[src/rtl/core/hsc_pkg.sv]
// Shared types, code geometry and parity-group masks for the Hamming SEC codec.
package hsc_pkg;

  // Code geometry: least CHECK_BITS with DATA_BITS + CHECK_BITS + 1 <= 2**CHECK_BITS
  localparam int DATA_BITS  = 32;
  localparam int CHECK_BITS = 6;
  localparam int CODE_LEN   = DATA_BITS + CHECK_BITS;
  localparam int WORD_W     = 38;
  localparam int SYN_W      = 6;

  typedef enum logic {
    OP_ENCODE  = 1'b0,
    OP_CORRECT = 1'b1
  } op_t;

  typedef struct packed {
    op_t               op;
    logic [WORD_W-1:0] word_in;
  } cmd_t;

  typedef struct packed {
    logic [WORD_W-1:0] word_out;
    logic [SYN_W-1:0]  syndrome;
    logic              corrected;
    logic              uncorrectable;
  } result_t;

  // Mark the codeword bits whose position has bit j set (position p is bit CODE_LEN-p)
  function automatic logic [CODE_LEN-1:0] group_mask(input int j);
    logic [CODE_LEN-1:0] mask;
    mask = '0;
    for (int p = 1; p <= CODE_LEN; p++) begin
      if (((p >> j) & 1) != 0) begin
        mask[CODE_LEN-p] = 1'b1;
      end
    end
    return mask;
  endfunction

  // True for check positions (powers of two)
  function automatic logic is_check_pos(input int p);
    return (p & (p - 1)) == 0;
  endfunction

endpackage

[src/rtl/core/hamming_sec_codec_top.sv]
// Hamming single-error-correcting codec: encode or correct one word per transfer.
// The start transfer is captured in the input register, then XOR-tree
// encode/syndrome/correct logic feeds the result register, which raises the done strobe.
// Throughput: one word every cycle; busy stays low, the receiver cannot stall.
// Reset clears the pipeline valid flags; payload registers are not reset.
module hamming_sec_codec_top (
  input  logic            clk,
  input  logic            rst,
  input  logic            start,
  output logic            busy,
  input  hsc_pkg::cmd_t   cmd,
  output logic            done,
  output hsc_pkg::result_t result
);

  logic                              cmd_valid;
  hsc_pkg::cmd_t                     cmd_reg;
  hsc_pkg::result_t                  result_next;

  logic [hsc_pkg::CODE_LEN-1:0]      enc_cw;
  logic [hsc_pkg::CODE_LEN-1:0]      rx_cw;
  logic [hsc_pkg::CODE_LEN-1:0]      fix_cw;
  logic [hsc_pkg::DATA_BITS-1:0]     data_in;
  logic [hsc_pkg::DATA_BITS-1:0]     data_out;
  logic [hsc_pkg::SYN_W-1:0]         syn;
  logic                              syn_in_code;
  logic                              syn_beyond;

  // Accept a command in every cycle
  assign busy = 1'b0;

  // Capture the command
  always_ff @(posedge clk) begin
    if (rst) begin
      cmd_valid <= 1'b0;
    end else begin
      cmd_valid <= start && !busy;
    end
    if (start && !busy) begin
      cmd_reg <= cmd;
    end
  end

  // Encode: place data bits MSB first into non-check positions, then set parities
  always_comb begin
    int k;
    data_in = cmd_reg.word_in[hsc_pkg::DATA_BITS-1:0];
    enc_cw  = '0;
    k       = hsc_pkg::DATA_BITS;
    for (int p = 1; p <= hsc_pkg::CODE_LEN; p++) begin
      if (!hsc_pkg::is_check_pos(p)) begin
        k = k - 1;
        enc_cw[hsc_pkg::CODE_LEN-p] = data_in[k];
      end
    end
    for (int j = 0; j < hsc_pkg::CHECK_BITS; j++) begin
      enc_cw[hsc_pkg::CODE_LEN-(1 << j)] = ^(enc_cw & hsc_pkg::group_mask(j));
    end
  end

  // Correct: form the syndrome, flip the addressed bit, extract the data
  always_comb begin
    rx_cw = cmd_reg.word_in[hsc_pkg::CODE_LEN-1:0];
    syn   = '0;
    for (int j = 0; j < hsc_pkg::CHECK_BITS; j++) begin
      syn[j] = ^(rx_cw & hsc_pkg::group_mask(j));
    end
    syn_in_code = (syn != '0) &&
                  (syn <= hsc_pkg::SYN_W'(hsc_pkg::CODE_LEN));
    syn_beyond  = (syn > hsc_pkg::SYN_W'(hsc_pkg::CODE_LEN));
    fix_cw = rx_cw;
    for (int p = 1; p <= hsc_pkg::CODE_LEN; p++) begin
      if (syn == hsc_pkg::SYN_W'(p)) begin
        fix_cw[hsc_pkg::CODE_LEN-p] = ~rx_cw[hsc_pkg::CODE_LEN-p];
      end
    end
  end

  always_comb begin
    int k;
    data_out = '0;
    k        = hsc_pkg::DATA_BITS;
    for (int p = 1; p <= hsc_pkg::CODE_LEN; p++) begin
      if (!hsc_pkg::is_check_pos(p)) begin
        k = k - 1;
        data_out[k] = fix_cw[hsc_pkg::CODE_LEN-p];
      end
    end
  end

  // Select the result for the operation
  always_comb begin
    result_next = '0;
    unique case (cmd_reg.op)
      hsc_pkg::OP_ENCODE: begin
        result_next.word_out = hsc_pkg::WORD_W'(enc_cw);
      end
      hsc_pkg::OP_CORRECT: begin
        result_next.word_out      = hsc_pkg::WORD_W'(data_out);
        result_next.syndrome      = syn;
        result_next.corrected     = syn_in_code;
        result_next.uncorrectable = syn_beyond;
      end
      default: begin
        result_next = '0;
      end
    endcase
  end

  // Register the result and pulse done for one cycle
  always_ff @(posedge clk) begin
    if (rst) begin
      done <= 1'b0;
    end else begin
      done <= cmd_valid;
    end
    if (cmd_valid) begin
      result <= result_next;
    end
  end

endmodule

[config.mk]
export PLATFORM = sky130hd
export DESIGN_NAME = hamming_sec_codec_top
export DESIGN_NICKNAME = d
export VERILOG_FILES = /design/src/rtl/core/hsc_pkg.sv /design/src/rtl/core/hamming_sec_codec_top.sv
export SDC_FILE = /design/constraint.sdc
export NUM_CORES = 1
export LEC_CHECK = 0
export BUFFER_PORTS_ARGS = -buffer_cell sky130_fd_sc_hd__buf_2
export CAP_MARGIN = 20
export CELL_PAD_IN_SITES_DETAIL_PLACEMENT = 1
export CELL_PAD_IN_SITES_GLOBAL_PLACEMENT = 2
export CORE_MARGIN = 4
export CORE_UTILIZATION = 37
export CTS_CLUSTER_SIZE = 12
export DETAILED_ROUTE_END_ITERATION = 10
export PLACE_DENSITY = 0.87
export SYNTH_ARGS = -nofsm -noshare
export SYNTH_HDL_FRONTEND = slang
export SYNTH_SLANG_ARGS = --single-unit
[constraint.sdc]
create_clock -name clk -period 3.45 [get_ports clk]
set_clock_uncertainty 0.2 [all_clocks]
set_input_delay 0.1725 -clock clk [delete_from_list [all_inputs] [get_ports clk]]
set_output_delay 0.1725 -clock clk [all_outputs]
set_load 0.02 [all_outputs]
* Yosys cells after proc, flatten, opt, wreduce, memory -nomap -nowiden
Cells that the tools add are included.
** Word-level totals
- Latch bits :: 0
- Memories kept :: 0
- Input bits :: 42
- ROM bits :: 0
- Register bits :: 87
- Bits in writable memories :: 0
- Output and inout port bits :: 48
- Word-level logic and storage cells :: 122
** Operators by class
- Reduce and logical (&&, ||, !) cells :: 14
- Multiply operators :: 0
- Magnitude comparators :: 2
- Bitwise operators :: 33
- Shift operators :: 0
- Equal/unequal tests :: 32
- Mux-type cells :: 33
- Divide/modulo/power cells :: 0
- Add/sub/neg operators :: 0
** Operators by type and width (count)
- $reduce_xor A38 Y1 :: 12
- $eq A6 B5 Y1 const B :: 15
- $pmux W38 S2 :: 1
- $eq A6 B4 Y1 const B :: 7
- $eq A6 B6 Y1 const B :: 6
- $not A1 Y1 :: 33
- $mux W1 :: 32
- $eq A6 B3 Y1 const B :: 3
- $eq A6 B2 Y1 const B :: 1
- $gt A6 B6 Y1 const B :: 1
- $le A6 B6 Y1 const B :: 1
- $reduce_bool A6 Y1 :: 1
- $logic_and A1 B1 Y1 :: 1

* Logic depth before layout (Yosys ltp)
Gate-level depths: netlist of the first run.
- Word-level depth :: 4
- Mapped depth :: 10
- Gate-level depth less buffers :: 7

* Worst setup path before layout of the first run
OpenSTA, ideal clock, no wires.
- Kind :: flip-flop to flip-flop
- From :: register cmd_reg, in the netlist rx_cw[1]
- To :: register result[1] (netlist bit), data pin
- Setup slack :: 488 ps
- Data required time :: 2994 ps
- Buffers on the path :: 1
- Library setup time :: 256 ps
- Cell stages (with the launch flop) :: 7
- Arrival time :: 2507 ps
- Period minus slack after synthesis :: 2962 ps
- Cell sequence :: edfxtp_1 -> xnor3_1 -> xnor3_2 -> xnor3_2 -> buf_2 -> or4b_1 -> o211a_1
** On the way
- Cells in the longest elaborated chain, start to end :: 3
- Elaborated cells on any way between the ends :: 6
- Those cells by class :: order compare (1); reduce/logical (5)
** Ends and longest elaborated chain
- start: declaration :: line hamming_sec_codec_top.sv:17 : hsc_pkg::cmd_t cmd_reg;
- start signal: assignment :: line hamming_sec_codec_top.sv:40 : cmd_reg <= cmd;
- $reduce_xor A38 Y1 :: line hamming_sec_codec_top.sv:66 : syn[j] = ^(rx_cw & hsc_pkg::group_mask(j));
- $le A6 B6 Y1 or $reduce_bool A6 Y1 (tied branches) :: line hamming_sec_codec_top.sv:69, hamming_sec_codec_top.sv:68
- $logic_and A1 B1 Y1 * :: line hamming_sec_codec_top.sv:68 : syn_in_code = (syn != '0) &&
- end signal: assignment :: line hamming_sec_codec_top.sv:118 : result <= result_next;
- end: declaration :: line hamming_sec_codec_top.sv:13 : output hsc_pkg::result_t result
Mark *: on every way between the ends. The rest lies on a longest branch, timed or not.
A chain may end at the register's enable or synchronous reset.

==> out/results.txt, run 1 <==
Worst-margin pin slew = 0.9352 ns
Area growth syn-to-layout = 32.37%
Worst vdd ir = 0.3323 mV
Hold crit path type = in -> reg
Fin crit share = 95.56%
Largest net degree at the start of global routing = 48
Number of flip-flops in the largest register = 46
CP max stage cell = xnor3_2
Internal power = 2.909 mW
Slew headroom = 37.66%
CTS buffer count = 9
CTS H-tree depth = 3
Die area = 0.01419 mm²
Worst R2R Path Depth = 8
Dpl ws = 0.1217 ns
1st-pass router iterations = 4
Final Core Density = 50.13%
GRT overflow = 0
CTS clk-pin slew, worst paths = 0.06 ns
Vias = 3086
Placed cells = 595
Syn_area_per_cell = 13.56 µm²
Switching share of power = 38.54%
Run status = completed
Clock buffer depth = 2
Post-CTS setup buffers = 0
Final Hold Vio Count = 0
Commonest non-fill, non-tap cell in the layout = buf_2
Synth cell types = 32
Setup TNS = 0 ns
Top post-synthesis cells by area = edfxtp_1 (56%), xnor2_1 (9.0%), xor2_1 (8.8%)
GRT Util Overall = 17.50%
Starting Density = 37.87%
Post-DRT Antenna Nets = 0
Max_cap viols = 0
DRC Markers = 0
CP startpoint kind = register
Die Height = 119.1 µm
DR WL/cell = 18.16 µm
Horiz. Die Dim = 119.1 µm
Switch Pwr = 1.824 mW
Top cell type's share of synthesized area = 55.88%
Num rows = 40
Critical Path Fanout Max = 17
Area taken by flip-flops and latches = 0.002594 mm²
Required time of the critical path = 3.34 ns
Min Tclk post-route = 3.297 ns
Logic gate share of total power = 49.7%
Vias per cell = 4.733
Mapped Nets = 379
I/O pin cnt = 90
Clock sinks = 87
Top delay family on crit path = XOR/XNOR gates
CTS Root Cell = clkbuf_16
Detailed Place HPWL = 8438 µm
Routed WL = 11840 µm
Most frequent cells in the layout = buf_2 (88), edfxtp_1 (85), xnor2_1 (47)
Std-Cell Core Area = 0.01206 mm²
RePlAce Congestion = 0.8378
Hold path cells = 3
Placed Instance Area = 0.005313 mm²
EDFF count, synth = 85
Final setup fails = 0
Reg with most FFs = result
Clock insertion delay at the later pin of the skew report = 0.35 ns
RSZ-0062 raised after global routing = false
Area of the multi-input gates = 0.001893 mm²
Initial antenna violation count = 0
Port bufs = 88
Yosys top cell by area = edfxtp_1
Layout cells sized above 1 = 28.51%
Fmax = 303.3 MHz
Clock network fraction of design power = 20.3%
Crit path DAT = 3.19 ns
Cell count after synthesis = 337
Yosys warns = 0
First-pass GRT wire length = 18890 µm
Vias in the first global route = 3386
Fin nets = 521
CTS tree = done
Cell breakdown of the critical path = xnor3_1 -> xnor3_2 -> xnor3_2 -> nor4_2 -> buf_4 -> nand3_1 -> xor2_1 -> a21oi_1
Critical path class = reg -> reg
Sequential power share = 30.0%
Fillers = 1243
Synth Register Bits = 87
Synthesized cell area = 0.004568 mm²
Final worst slack = 0.1533 ns
Static leakage power = 2.369 nW
Antenna diodes = 0
Slew Viols, Final = 0
Top_reg_cell synth = edfxtp_1
Stages on the worst setup path = 8
Worst Setup End Kind = register
Seq/Total Area, Yosys = 56.75%
Delay of the slowest critical-path stage = 0.55 ns
Worst path most repeated cell = xnor3_2
Detailed Route Iter0 Violations = 178
Final Instance Area = 0.006047 mm²
Layout Cells excl Fill = 652
Pwr dens = 782.7 mW/mm²
Async S/R FF share, synth = 0%
WP buf/inv = 1
## worst register-to-register path: stages, from the launching register on
cell      delay (ns)
edfxtp_1        0.45
xnor3_1         0.53
xnor3_2         0.51
xnor3_2         0.55
nor4_2          0.24
buf_4           0.19
nand3_1         0.10
xor2_1          0.18
a21oi_1         0.09
## final timing paths
check | to | startpoint | slack, ns
max reg2reg | result[20] | rx_cw[1] | 0.15
min reg2reg | result[10] | rx_cw[2] | 0.41
max | result[20] | rx_cw[1] | 0.15
min | cmd_valid | rst | 0.31
## stage by stage
step / hold WS [ns] / power, mW
2_1_floorplan: 0.04411 / 2.964
3_3_place_gp: 0.1454 / 3.634
3_5_place_dp: 0.1480 / 3.700
4_1_cts: 0.2996 / 4.718
5_1_grt: 0.3240 / 5.012
6_report: 0.3140 / 4.733
## cell type report
| cell class | count | area share [%] |
|---|---|---|
| Sequential cell | 87 | 42.89 |
| Multi-Input combinational cell | 227 | 31.31 |
| Timing Repair Buffer | 152 | 17.30 |
| Clock buffer | 14 | 4.697 |
| Tap cell | 168 | 3.476 |
| Clock inverter | 2 | 0.2069 |
| Inverter | 2 | 0.1241 |
## synthesized netlist by cell type, types with 2 or more instances
cell type,count
xor3_1,3
nand4_1,11
nor4b_2,2
clkbuf_1,14
a31oi_1,2
inv_1,2
buf_4,2
nor2b_1,11
nand2_1,2
nor2_1,31
xnor3_2,4
nor4b_1,2
nand3_1,15
and4b_1,3
xnor2_1,47
edfxtp_1,85
buf_2,5
xnor3_1,10
xor2_1,46
and2_1,4
a21oi_1,24
dfxtp_1,2
## power by group through the flow
stage	combinational (mW)	sequential, mW	clock, mW
6_report	2.35	1.42	0.962
5_1_grt	2.55	1.43	1.03
4_1_cts	2.30	1.43	0.990
3_5_place_dp	2.25	1.45	0
3_3_place_gp	2.19	1.44	0
2_1_floorplan	1.45	1.52	0
## routing by layer
metal  vias to the layer above  routed length [µm]  GRT usage, %
li1                       1476                   -             -
met1                      1506                5112         22.28
met2                        88                5897         29.28
met3                        16                 624         4.321
met4                         0                 206         5.720
met5                         -                   0             0
## timing repair
item / CTS / global route
endpoints found under the setup margin: 0 / 5
hold endpoints to repair: 41 / 0
hold buffers: 40 / 0
gates resized for setup: 0 / 2
## logic make-up after synthesis
| logic type | share of synthesized area [%] |
|---|---|
| muxes | 0.4656 |
| other | 0.08209 |
| buffers and inverters | 2.191 |
| AOI/OAI and AO/OA | 3.123 |
| xor gates and xnor gates | 26.76 |
| DFF | 56.75 |
| and+or+nand+nor | 10.63 |
Note: power is estimated with default switching activity, not from simulation.
==> run 2: changes to the inputs <==
Clock period 3.45 ns to 3.3 ns, I/O delays scaled along.
==> run 2 against run 1 <==
Against the previous run: setup slack got worse by 0.087 ns; clock power rose by 2.1%; first-iteration DRC count increased by 4.5%; combinational power rose by 9.4%; worst hold slack got worse by 0.0011 ns; design area rose by 0.97%; sequential cell count unchanged; routed wire length decreased by 1.7%; non-clock buffer count increased by 9; critical path type unchanged; critical endpoint is now result[1]; largest cell class unchanged; largest power group unchanged.
==> out/results.txt, run 2 (synthesized netlist as in run 1, its figures left out) <==
CTS H-tree depth = 3 (unchanged)
DR WL/cell = 17.62 µm (was 18.16 µm)
Die Height = 119.1 µm (unchanged)
Worst vdd ir = 0.4913 mV (was 0.3323 mV)
Clock insertion delay at the later pin of the skew report = 0.34 ns (was 0.35 ns)
Die area = 0.01419 mm² (unchanged)
Slew Viols, Final = 0 (unchanged)
Commonest non-fill, non-tap cell in the layout = buf_2 (unchanged)
Max_cap viols = 0 (unchanged)
Logic gate share of total power = 51.1% (was 49.7%)
Critical path class = reg -> reg (unchanged)
Final Instance Area = 0.006106 mm² (was 0.006047 mm²)
Placed Instance Area = 0.005380 mm² (was 0.005313 mm²)
Vias per cell = 4.646 (was 4.733)
Detailed Route Iter0 Violations = 186 (was 178)
Fmax = 309.3 MHz (was 303.3 MHz)
Slew headroom = 34.37% (was 37.66%)
Final Hold Vio Count = 0 (unchanged)
I/O pin cnt = 90 (unchanged)
Final setup fails = 0 (unchanged)
Clock sinks = 87 (unchanged)
Switching share of power = 37.72% (was 38.54%)
Hold crit path type = in -> reg (unchanged)
GRT Util Overall = 17.50% (about the same)
1st-pass router iterations = 4 (unchanged)
Layout cells sized above 1 = 29.61% (was 28.51%)
Initial antenna violation count = 0 (unchanged)
Fin nets = 530 (was 521)
Most frequent cells in the layout = buf_2 (88), edfxtp_1 (85), xnor2_1 (47) (unchanged)
Sequential power share = 29.4% (was 30.0%)
Static leakage power = 2.408 nW (was 2.369 nW)
Required time of the critical path = 3.20 ns (was 3.34 ns)
Final hold slack = 0.3129 ns (was 0.3140 ns)
Clock buffer depth = 2 (unchanged)
Port bufs = 88 (unchanged)
Final Core Density = 50.62% (was 50.13%)
Num rows = 40 (unchanged)
DRC Markers = 0 (unchanged)
Clock network fraction of design power = 19.5% (was 20.3%)
CTS clk-pin slew, worst paths = 0.06 ns (about the same)
Horiz. Die Dim = 119.1 µm (unchanged)
Min Tclk post-route = 3.233 ns (was 3.297 ns)
Detailed Place HPWL = 8242 µm (was 8438 µm)
Post-DRT Antenna Nets = 0 (unchanged)
Largest net degree at the start of global routing = 48 (unchanged)
Worst Setup End Kind = register (unchanged)
Post-CTS setup buffers = 0 (unchanged)
CTS tree = done (unchanged)
Run status = completed (unchanged)
Vias = 3071 (was 3086)
Antenna diodes = 0 (unchanged)
Internal power = 3.134 mW (was 2.909 mW)
Number of flip-flops in the largest register = 46 (unchanged)
RePlAce Congestion = 0.8394 (was 0.8378)
Switch Pwr = 1.898 mW (was 1.824 mW)
CTS Root Cell = clkbuf_16 (unchanged)
Vias in the first global route = 3390 (was 3386)
Placed cells = 604 (was 595)
Critical Path Fanout Max = 9 (was 17)
CTS buffer count = 9 (unchanged)
Routed WL = 11650 µm (was 11840 µm)
Reg with most FFs = result (unchanged)
Fin crit share = 97.98% (was 95.56%)
Worst-margin pin slew = 0.9844 ns (was 0.9352 ns)
Crit path DAT = 3.13 ns (was 3.19 ns)
Std-Cell Core Area = 0.01206 mm² (unchanged)
Area growth syn-to-layout = 33.66% (was 32.37%)
Pwr dens = 824.2 mW/mm² (was 782.7 mW/mm²)
Layout Cells excl Fill = 661 (was 652)
Fillers = 1252 (was 1243)
Starting Density = 37.87% (unchanged)
GRT overflow = 0 (unchanged)
First-pass GRT wire length = 18680 µm (was 18890 µm)
CP startpoint kind = register (unchanged)
==> run 2: path summary, 6_finish.rpt <==
check | from | end | slack [ns] | cells after the start
max | rx_cw[1] | result[1] | 0.07 | 6
min | rst | cmd_valid | 0.31 | 3
max reg2reg | rx_cw[1] | result[1] | 0.07 | 6
min reg2reg | rx_cw[5] | result[13] | 0.42 | 1
==> run 2: worst max-delay path, stage by stage (launching register included) <==
cell and delay, ns:
edfxtp_1 0.44, xnor3_1 0.50, xnor3_2 0.48, xnor3_2 0.50, buf_4 0.21, or4b_1 0.52, o211a_1 0.14
==> run 2: area by class of cell <==
cell class	instances	area, µm²	area share [%]
Inverter	2	7.507	0.1230
Tap cell	168	210.2	3.443
Clock inverter	5	48.80	0.7992
Clock buffer	11	232.7	3.811
Multi-Input combinational cell	227	1899	31.11
Sequential cell	87	2594	42.48
Timing Repair Buffer	161	1114	18.24
==> run 2: repair_timing <==
item | 4_1_cts | 5_1_grt
resized for setup | 0 | 3
hold buffers | 40 | 0
setup endpoints to repair | 0 | 5
hold endpoints to repair | 41 | 0
==> run 2: through the flow <==
step	total power [mW]	setup WS (ns)	TNS, ns
floorplan	3.099	0.3376	0
global placement	3.899	0.1190	0
detailed placement	3.952	0.09756	0
CTS	5.000	0.05588	0
global route	5.351	-0.006816	-0.01879
finish	5.033	0.06656	0
==> run 2: power by group through the flow <==
stage                     sequential [mW]  clock [mW]  combinational (mW)
final                                1.48       0.982                2.57
after global routing                 1.50        1.07                2.79
after CTS                            1.49        1.02                2.49
after detailed placement             1.51           0                2.44
after global placement               1.51           0                2.39
after floorplan                      1.59           0                1.51
==> run 2: routing by layer <==
| metal | track usage (%) | up-vias | share of wire (%) | routed length (µm) |
|---|---|---|---|---|
| li1 | - | 1490 | - | - |
| met1 | 22.30 | 1496 | 45 | 5212 |
| met2 | 28.93 | 72 | 49 | 5751 |
| met3 | 3.894 | 13 | 3.6 | 422 |
| met4 | 7.024 | 0 | 2.2 | 258 |
| met5 | 0 | - | 0 | 0 |
